`config.mk`:
```
export PLATFORM = sky130hd
export DESIGN_NAME = asp_div
export DESIGN_NICKNAME = d
export VERILOG_FILES = /design/src/design/asp_pkg.sv /design/src/design/asp_div.sv
export SDC_FILE = /design/constraint.sdc
export NUM_CORES = 1
export LEC_CHECK = 0
export BUFFER_PORTS_ARGS = -buffer_cell sky130_fd_sc_hd__clkbuf_2
export CORE_MARGIN = 4
export CORE_UTILIZATION = 55
export CTS_CLUSTER_SIZE = 12
export DETAILED_ROUTE_END_ITERATION = 10
export PLACE_DENSITY = 0.8
export SETUP_SLACK_MARGIN = 0.02
export SLEW_MARGIN = 20
export SYNTH_ARGS = -nofsm -noshare
export SYNTH_HDL_FRONTEND = slang
export SYNTH_SLANG_ARGS = --single-unit
```
`constraint.sdc`:
```
create_clock -name clk -period 4.6 [get_ports clk]
set_input_delay 0.23 -clock clk [delete_from_list [all_inputs] [get_ports clk]]
set_output_delay 0.23 -clock clk [all_outputs]
set_load 0.02 [all_outputs]
```
`src/design/asp_pkg.sv`:
```
// Package for the aliquot sum / perfect-number test.
// Widths, derived constants and the control structs shared between the modules.
// No dependencies.
package asp_pkg;

  localparam int VALUE_WIDTH = 32;
  localparam int SUM_WIDTH   = 35;

  // trial divisor never exceeds ceil(sqrt(2^VALUE_WIDTH))
  localparam int TRIAL_WIDTH = (VALUE_WIDTH + 1) / 2 + 1;
  localparam int SQ_WIDTH    = 2 * TRIAL_WIDTH;
  localparam int ACC_WIDTH   = ((SUM_WIDTH > VALUE_WIDTH) ? SUM_WIDTH : VALUE_WIDTH) + 1;
  localparam int CNT_WIDTH   = $clog2(VALUE_WIDTH);

  typedef struct packed {
    logic done;
    logic rem_zero;
  } div_status_t;

  typedef struct packed {
    logic clear;
    logic add;
  } acc_ctrl_t;

endpackage

```
`src/design/asp_div.sv`:
```
// Bit-serial restoring divider: one quotient bit per cycle.
// Depends on asp_pkg.
module asp_div (
  input  logic                             clk,
  input  logic                             rst,
  input  logic                             start,
  input  logic [asp_pkg::VALUE_WIDTH-1:0]  dividend,
  input  logic [asp_pkg::TRIAL_WIDTH-1:0]  divisor,
  output logic [asp_pkg::VALUE_WIDTH-1:0]  quotient,
  output asp_pkg::div_status_t             status
);

  localparam int W  = asp_pkg::VALUE_WIDTH;
  localparam int DW = asp_pkg::TRIAL_WIDTH;
  localparam int CW = asp_pkg::CNT_WIDTH;

  logic [W-1:0]  work;
  logic [DW-1:0] rem;
  logic [DW-1:0] dvs;
  logic [CW-1:0] cnt;
  logic          busy;
  logic          done;

  logic [DW:0]   trial;
  logic [DW:0]   diff;

  assign trial = {rem, work[W-1]};
  assign diff  = trial - {1'b0, dvs};

  always_ff @(posedge clk) begin
    if (rst) begin
      busy <= 1'b0;
      done <= 1'b0;
      cnt  <= '0;
    end else begin
      done <= 1'b0;
      if (start) begin
        busy <= 1'b1;
        cnt  <= '0;
        work <= dividend;
        rem  <= '0;
        dvs  <= divisor;
      end else if (busy) begin
        if (diff[DW]) begin
          rem <= trial[DW-1:0];
        end else begin
          rem <= diff[DW-1:0];
        end
        work <= {work[W-2:0], ~diff[DW]};
        cnt  <= cnt + 1'b1;
        if (cnt == CW'(W - 1)) begin
          busy <= 1'b0;
          done <= 1'b1;
        end
      end
    end
  end

  assign quotient        = work;
  assign status.done     = done;
  assign status.rem_zero = (rem == '0);

`ifndef SYNTHESIS
  a_no_restart: assert property (@(posedge clk) disable iff (rst) start |-> !busy)
    else $error("divider restarted while busy");
`endif

endmodule

```
* Word-level counts from Yosys, hierarchy flattened
Cells that the tools add are included.
** Word-level totals
- Input port bits :: 52
- Register bits after elaboration :: 73
- Output and inout port bits :: 34
- Word-level logic and storage cells :: 26
** Cells by class
- Add/sub/neg operators :: 2
- Equality and inequality tests :: 1
- Multiplexer cells :: 8
- Bitwise logic cells :: 3
- Reduce and logical (&&, ||, !) cells :: 6
** Operators with widths (count)
- two-way mux 32 bit :: 2
- two-way mux 17 bit :: 2
- subtractor 18 x 17 -> 18 bit :: 1
- zero test 17 bit :: 1
- adder 5 x 1 -> 5 bit, second input constant :: 1
- equality test 5 bit, second input constant :: 1
- two-way mux 1 bit :: 4
- AND reduction 2 bit :: 2
- NOT 1 bit :: 3
- OR reduction 3 bit :: 1
- nonzero test 2 bit :: 1
- OR reduction 2 bit :: 1

* Longest topological paths before layout
- Depth in word-level cells :: 4
- Mapped depth :: 10
- Depth with buffers taken out :: 9

* Least setup slack after synthesis
OpenSTA, ideal clock, no wires.
- Path kind :: input to register
- Start point :: in start
- End point :: reg work[0] (netlist: quotient[0]), enable pin
- Data required time :: 4.144 ns
- Library setup time :: 0.456 ns
- Path slack :: 1.238 ns
- Data arrival time :: 2.907 ns
- Path buffers :: 2
- Stages :: 4
- Path through :: clkbuf_1 > clkbuf_1 > nor2_1 > nor2_1
** Between the ends
- Word-level cells in the longest chain between the ends :: 2
** RTL lines
- from (decl) :: RTL line asp_div.sv:6 : input logic start,
- nonzero test 2 bit (no line)
- AND reduction 2 bit (no line)
- to (signal assigned) :: RTL line asp_div.sv:40 : work <= dividend;
- to (signal assigned) :: RTL line asp_div.sv:49 : work <= {work[W-2:0], ~diff[DW]};
- to (decl) :: RTL line asp_div.sv:17 : logic [W-1:0] work;
Every way passes these cells.
A chain may end at the register's enable or synchronous reset.

* Worst setup path in the final report
- Start point :: reg rem[5]
- End point :: reg rem[13] (data pin)
** Between the ends
- Word-level cells in the longest chain between the ends :: 3
** RTL lines
- from (decl) :: RTL line asp_div.sv:18 : logic [DW-1:0] rem;
- from (signal assigned) :: RTL line asp_div.sv:45 : rem <= trial[DW-1:0];
- from (signal assigned) :: RTL line asp_div.sv:47 : rem <= diff[DW-1:0];
- subtractor 18 x 17 -> 18 bit :: RTL line asp_div.sv:28 : assign diff = trial - {1'b0, dvs};
- two-way mux 17 bit :: RTL line asp_div.sv:44 : if (diff[DW]) begin
- two-way mux 17 bit :: RTL line asp_div.sv:43 : end else if (busy) begin
Every way passes these cells. The select of a mux whose other input is x is not followed.

==> results.md <==
- Worst vdd ir: 0.2015 mV
- Ys Warns: 0
- Routed wire length per instance: 16.48 um
- Sw frac: 0.3150
- Clk_lat worst skew: 340 ps
- Pwr dens: 373.2 mW/mm2
- Initial antenna violation count: 0
- Proportion of power drawn by the clock network: 0.264
- Initial Utilization: 0.5693
- Gr ovfl total: 0
- Final Hold Viols: 0
- H-tree depth: 3
- Most common cell in the netlist: edfxtp_1
- Area leader, netlist: edfxtp_1
- Synth top cells by count: edfxtp_1, mux2_2, nand2_1
- Die height: 94.88 um
- Max-slew violations: 0
- CP max FO: 15
- TritonCTS clock tree: built
- Max-cap viol count: 0
- First-pass GRT wire length: 14120 um
- FP Rows: 31
- Internal: 1.235 mW
- Switching Power: 0.5680 mW
- PortBufs: 85
- Pre-antenna DRT Iters: 5
- Final Power: 1.803 mW
- Setup crit start kind: flip-flop
- Final ANT Viol Nets: 0
- Rel. slew slack: 0.3018
- Least-Margin Pin Slew: 1047 ps
- Vias in the first global route: 3014
- Seq/Total Area, Yosys: 0.5112
- Main synth FF type: edfxtp_1
- TNS Setup: 0 ps
- Resize count post-CTS: 0
- Hold-fix buffers, CTS: 0
- Max clock buf depth: 2
- Share of the synthesized area in the top cell type: 0.4774
- Cells after synthesis: 364
- FF+latch count, synth: 73
- Inserted Diodes: 0
- Status: completed
- CP arrival: 2900 ps
- Fin crit share: 0.6116
- Worst EP required: 4690 ps
- EDFF count, synth: 66
- WL final: 9095 um
- Sequential Power Share: 0.460
- Worst Skew: 10.42 ps
- Clock slew at reported path FFs: 80 ps
- Synth area leaders: edfxtp_1, mux2_2, ha_1, mux2i_1, dfxtp_1
- Largest net degree at the start of global routing: 46
- CTS Buf Count: 9
- Die X-Extent: 94.88 um
- GRT Total Usage: 0.2051
- Post-route minimum period: 2813 ps
- HP Class: in -> reg
- Core Area: 0.007292 mm2
- CP Capture Type: flip-flop
- Share of layout cells above drive strength 1: 0.3179
- Combinational share of power: 0.275
- Syn Area/Cell: 11.41 um2
- Post-DP HPWL: 6723 um
- First DRT Iteration DRCs: 283
- DIE AREA: 0.009002 mm2
- Drt drc: 0
- RSZ-0062 raised after global routing: false
- Fin nets: 520
- Crit Path Category: reg -> reg
- Leak pwr: 2.063 nW
- Root buf cell: clkbuf_8
- Routability cong.: 0.9759
- Synth Cell Area: 0.004151 mm2
- # IOs: 86
- Maximum clock frequency: 355.5 MHz
- Area grow syn2layout: 16.40%
- Post CTS Setup Buffer Count: 0
- Asr flop ratio synth: 0
- CTS sink count: 73
- Yosys cell types: 54
- Setup violators final: 0
- Vias per cell: 5.654
- Vias post-DR: 3121
- Syn nets: 436
-- routing by layer --
layer,routed length (um),GRT usage
met1,3909,0.2606
met2,4645,0.3523
met3,468,0.04223
met4,73,0.06130
met5,0,0
-- placed cells by master, fill, tap and decap left out, types with 2 or more instances in the layout --
cell type and instances:
mux2i_1 15, clkbuf_8 9, and2_1 2, o21a_1 5, a211oi_1 4, nand4_1 7
nand3_1 10, dfxtp_1 7, nand2_1 33, or3_1 3, nor2_1 22, o211ai_1 6
ha_1 19, clkbuf_2 85, and3_1 3, inv_1 27, nor4_1 7, nand2b_1 2
a21o_1 8, o2111ai_1 2, inv_4 2, o21ai_0 15, a31oi_1 2, mux2_2 33
xnor2_1 6, buf_4 3, a21oi_1 19, xor2_1 3, edfxtp_1 66
-- worst max-delay path: stages, from the launching register on --
cell and delay [ps]:
edfxtp_1 420, ha_1 400, a21o_1 270, a21o_1 220
a22oi_2 130, nand3_2 160, xnor2_4 610, mux2_4 350
-- state kept, by name, indices dropped and copies added (netlist names) --
| register | count |
|---|---|
| busy | 1 |
| cnt | 5 |
| done | 1 |
| dvs | 17 |
| quotient | 32 |
| rem | 17 |
-- through the flow --
step / cells / hold WS (ps) / utilization / cell area (um2) / setup WS (ps)
detailed placement: 536 / 408.6 / 0.6369 / 4644 / 1808
finish: 552 / 57.48 / 0.6627 / 4832 / 1787
CTS: 552 / 48.48 / 0.6627 / 4832 / 1777
floorplan: 364 / 302.8 / - / 4151 / 1238
global placement: 536 / 406.5 / 0.6369 / 4644 / 1854
global route: 552 / 45.96 / 0.6627 / 4832 / 1645
-- cell families after synthesis --
| group | count (synthesis) | share of synthesized area |
|---|---|---|
| muxes | 49 | 0.1293 |
| adders and majority gates | 20 | 0.06209 |
| buffers and inverters | 43 | 0.04611 |
| DFF | 73 | 0.5112 |
| and+or+nand+nor | 99 | 0.1157 |
| AOI/OAI and AO/OA | 70 | 0.1100 |
| xor gates and xnor gates | 10 | 0.02562 |
-- final timing paths --
path                             start  cells after the start  slack, ps               endpoint
hold / removal              divisor[4]                      1         60       dvs[4]$_DFFE_PP_
setup reg to reg  rem[5]$_SDFFCE_PP0P_                      7       1790  rem[13]$_SDFFCE_PP0P_
hold reg to reg    cnt[3]$_SDFFE_PP0P_                      2        530    cnt[3]$_SDFFE_PP0P_
setup / recovery  rem[5]$_SDFFCE_PP0P_                      7       1790  rem[13]$_SDFFCE_PP0P_
-- layout make-up --
class | count | area (um2)
clock buffer | 11 | 152.6
multi-input combinational | 248 | 1846
sequential | 73 | 2122
tap | 99 | 123.9
fill | 629 | 2460
inverter | 28 | 105.1
clock inverter | 5 | 35.03
timing repair buffer | 88 | 447.9
-- power by group through the flow --
stage / Sequential (mW) / Combinational, mW / Clock [mW]
floorplan: 0.859 / 0.363 / 0
global placement: 0.841 / 0.475 / 0
detailed placement: 0.845 / 0.488 / 0
CTS: 0.830 / 0.491 / 0.483
global route: 0.836 / 0.544 / 0.520
finish: 0.830 / 0.496 / 0.477
Note: power is estimated with default switching activity, not from simulation.
